$ cat src/fcpw_ram.sv
`default_nettype none
module fcpw_ram #(
  parameter int WIDTH = 9,
  parameter int DEPTH = 256
) (
  input  wire logic                     clk,
  input  wire logic                     we,
  input  wire logic [$clog2(DEPTH)-1:0] waddr,
  input  wire logic [WIDTH-1:0]         wdata,
  input  wire logic [$clog2(DEPTH)-1:0] raddr,
  output logic      [WIDTH-1:0]         rdata
);

  logic [WIDTH-1:0] mem [DEPTH];

  // one write port, one registered read port
  always_ff @(posedge clk) begin
    if (we) begin
      mem[waddr] <= wdata;
    end
    rdata <= mem[raddr];
  end

endmodule
`default_nettype wire

$ cat config.mk
export PLATFORM = sky130hd
export DESIGN_NAME = fcpw_ram
export DESIGN_NICKNAME = d
export VERILOG_FILES = /design/src/fcpw_ram.sv
export SDC_FILE = /design/constraint.sdc
export NUM_CORES = 2
export LEC_CHECK = 0
export BUFFER_PORTS_ARGS = -buffer_cell sky130_fd_sc_hd__buf_2
export CAP_MARGIN = 25
export CORE_MARGIN = 10
export CORE_UTILIZATION = 57
export CTS_CLUSTER_DIAMETER = 100
export DETAILED_ROUTE_END_ITERATION = 12
export GPL_ROUTABILITY_DRIVEN = 0
export PLACE_DENSITY = 0.79
export SYNTH_ARGS = -nofsm -noshare
export SYNTH_HDL_FRONTEND = slang
export SYNTH_SLANG_ARGS = --single-unit
export TNS_END_PERCENT = 50
$ cat constraint.sdc
create_clock -name clk -period 2 [get_ports clk]
set_input_delay 0.2 -clock clk [delete_from_list [all_inputs] [get_ports clk]]
set_output_delay 0.2 -clock clk [all_outputs]
set_load 0.03 [all_outputs]
==> results.toml <==
[run_status]
status = "finished, violations left"
violations = "negative setup slack"

[routing]
drt_pass1_iterations = 8
wl_um = 240000
drc = 0
drt-initial-drc-count = 7718
wl_per_cell_um = 33.0
via_per_inst = 6.76
ant_nets = 0
vias = 49100

[hold_path]
hp-class = "input port to flip-flop"
hold_start = "waddr[1]"

[sta]
fin_skew_ps = 48.1
fmax_mhz = 452
fin_tns_setup_ps = -1200
fin_ws_ps = -212
maxSlewViolCount = 0
grt_setup_unrepaired = "true"
fin_crit_sh_pct = 111
hold_viol = 0
setup_viol = 9
period_needed_ps = 2210
worstMarginPinSlew_ps = 1070
slew_headroom_pct = 27.5

[grt]
gr-total-overflow = 0
grtUsageTotal_pct = 27.5
grt_antenna_before_repair = 7
grt_pass1_wl_um = 348000
grt_max_degree = 86
first_global_vias = 49900

[clocking]
cts_max_level = 4
clkTransAtPathRegs_ps = 70
cts_tree = "yes"
clk_latency_ps = 860
clockBufferDepth = 3
clock_sinks = 2313
cts_root_buf = "clkbuf_16"
postCtsSetupRepairBufs = 0
cts_buffers = 213

[finish]
nets = 5051
drive_gt1_share_pct = 33.1
syn_to_final_growth_pct = 18.1
mostFrequentLayoutCells = "edfxtp_1, buf_4, mux4_2"
fin_area_um2 = 105000
layout_commonest_cell = "edfxtp_1"

[floorplan]
die_h_um = 416
core-area_um2 = 156000
initial_core_util_pct = 57.2
boundaryPins = 36
num_rows = 145
die-width_um = 416
die_area_um2 = 173000

[critical_path]
max_stage_delay_ps = 500
crit_arrival_ps = 2950
crit_fanout = 1
crit_type = "flip-flop to flip-flop"
worstSetupStartpoint = "mem[115][5]$_DFFE_PP_"
end_kind = "flip-flop"
slowest_stage = "mux4_2"
path_cells = "mux4_2 > a22o_1 > a221oi_2 > o32a_1 > nor3b_4 > buf_6 > nor4_2"
startpoint_type = "flip-flop"
r2r-start = "mem[115][5]$_DFFE_PP_"
required_ps = 2740

[power_and_ir_drop]
ir_worst_vdd_uv = 928
clkPwrFrac_pct = 40.3
power_uw = 99800
intPower_uw = 78200
power.switching_uw = 21600
power_switching_share_pct = 21.6
p_comb_share_pct = 6.0
p_per_area_nw_per_um2 = 946
share_seq_of_total_power_pct = 53.7
power.leakage_uw = 0.0344

[yosys]
seq_area_frac_synth_pct = 77.7
synth-seq-cells = 2313
async_reset_ff_share_pct = 0
ys.flop_type = "edfxtp_1"
synth_nets = 4264
ys_types = 57
syn_avg_cell_area_um2 = 21.1
yosysWarnings = 0
synthCells = 4237
synth_edf_count = 2304
syn_area_um2 = 89300

[flow_run]
maxCapViolations = 0

[placement]
postPlaceCellArea_um2 = 98000
pre_cts_slack_ps = -1190
dp_hpwl_um = 147000
port-buffer-count = 35
## registers in the layout (all words and copies together) (netlist names)
signal	flops
mem	2304
rdata	9
## path summary, 6_finish.rpt
check | endpoint | slack (ps) | cells after the start
max | rdata[5]$_DFF_P_ | -210 | 7
min reg2reg | rdata[8]$_DFF_P_ | 1020 | 5
min | mem[171][2]$_DFFE_PP_ | 50 | 4
max reg2reg | rdata[5]$_DFF_P_ | -210 | 7
## Yosys cell counts, types with 5 or more instances
cell / count / share of area (%)
buf_1: 14 / 0.059
mux4_2: 467 / 12
nor2b_1: 28 / 0.20
buf_12: 5 / 0.11
mux4_1: 9 / 0.26
o21ai_0: 31 / 0.17
dfxtp_1: 9 / 0.20
clkbuf_1: 120 / 0.50
buf_6: 26 / 0.33
mux2i_1: 177 / 2.0
buf_2: 54 / 0.30
a221oi_1: 11 / 0.11
nand3_1: 31 / 0.17
nor4_1: 27 / 0.19
a22oi_1: 174 / 1.5
nand4_1: 11 / 0.077
nor3_1: 21 / 0.12
mux2_2: 21 / 0.26
a211oi_1: 26 / 0.22
o31a_1: 8 / 0.078
edfxtp_1: 2304 / 77
nor2_1: 305 / 1.3
a21oi_1: 98 / 0.55
nand2_1: 40 / 0.17
a31oi_1: 10 / 0.070
nand2b_1: 9 / 0.063
a22o_1: 8 / 0.078
o22ai_1: 65 / 0.46
o21ai_1: 5 / 0.028
buf_4: 28 / 0.24
o221ai_1: 35 / 0.34
buf_8: 12 / 0.20
## stage by stage
step / util (%) / hold WS, ps / std cells
floorplan: - / 299 / 4237
global placement: 62.8 / 623 / 6858
detailed placement: 62.8 / 625 / 6860
CTS: 67.5 / 20.1 / 7260
global route: 67.6 / 57.4 / 7262
finish: 67.6 / 53.6 / 7267
## logic make-up (layout without fill, tap and decap cells)
kind of cell / Yosys count / in the layout / share of synthesized area [%]
multiplexers: 674 / 674 / 14.3
AO/OA/AOI/OAI: 489 / 489 / 3.75
AND/OR/NAND/NOR: 500 / 500 / 2.50
buffers and inverters: 261 / 1225 / 1.75
other: 0 / 8 / 0
flip-flops: 2313 / 2313 / 77.7
## layer usage
layer | part of all wire (%) | vias up | GRT usage (%)
met2 | 49 | 3995 | 44.1
met1 | 33 | 25100 | 36.1
met5 | 0 | - | 0
li1 | - | 19400 | -
met3 | 12 | 687 | 6.14
met4 | 5.3 | 0 | 13.2
## power by group through the flow
stage	Clock, µW	Combinational, µW	Sequential, µW
detailed placement	0	5610	54600
global route	42300	6170	53500
CTS	40400	5840	53500
global placement	0	5460	54600
finish	40200	5990	53500
floorplan	0	2540	54600
## worst max-delay path: cells and delay by family (launching register included)
kind,cells,cell delay [ps]
AOI/OAI and AO/OA,3,710
buffers and inverters,1,160
DFF,1,360
muxes,1,500
and+or+nand+nor,2,360
## area by class of cell
| class | instances | area [µm²] |
|---|---|---|
| flip-flops and latches | 2313 | 69400 |
| fillers | 8982 | 50600 |
| multi-input cells | 1663 | 18900 |
| repair buffers | 831 | 7700 |
| clock buffers | 265 | 5610 |
| well taps | 2058 | 2570 |
| clock inverters | 127 | 1250 |
| diodes | 8 | 20.0 |
| inverters | 2 | 7.51 |
## timing repair
item,in CTS,in global routing
endpoints found under the setup margin,10,9
endpoints found under the hold margin,346,0
hold buffers,9,0
pin swaps,17,13
gates resized for setup,70,33
No activity file was read; power rests on OpenSTA's default activity.
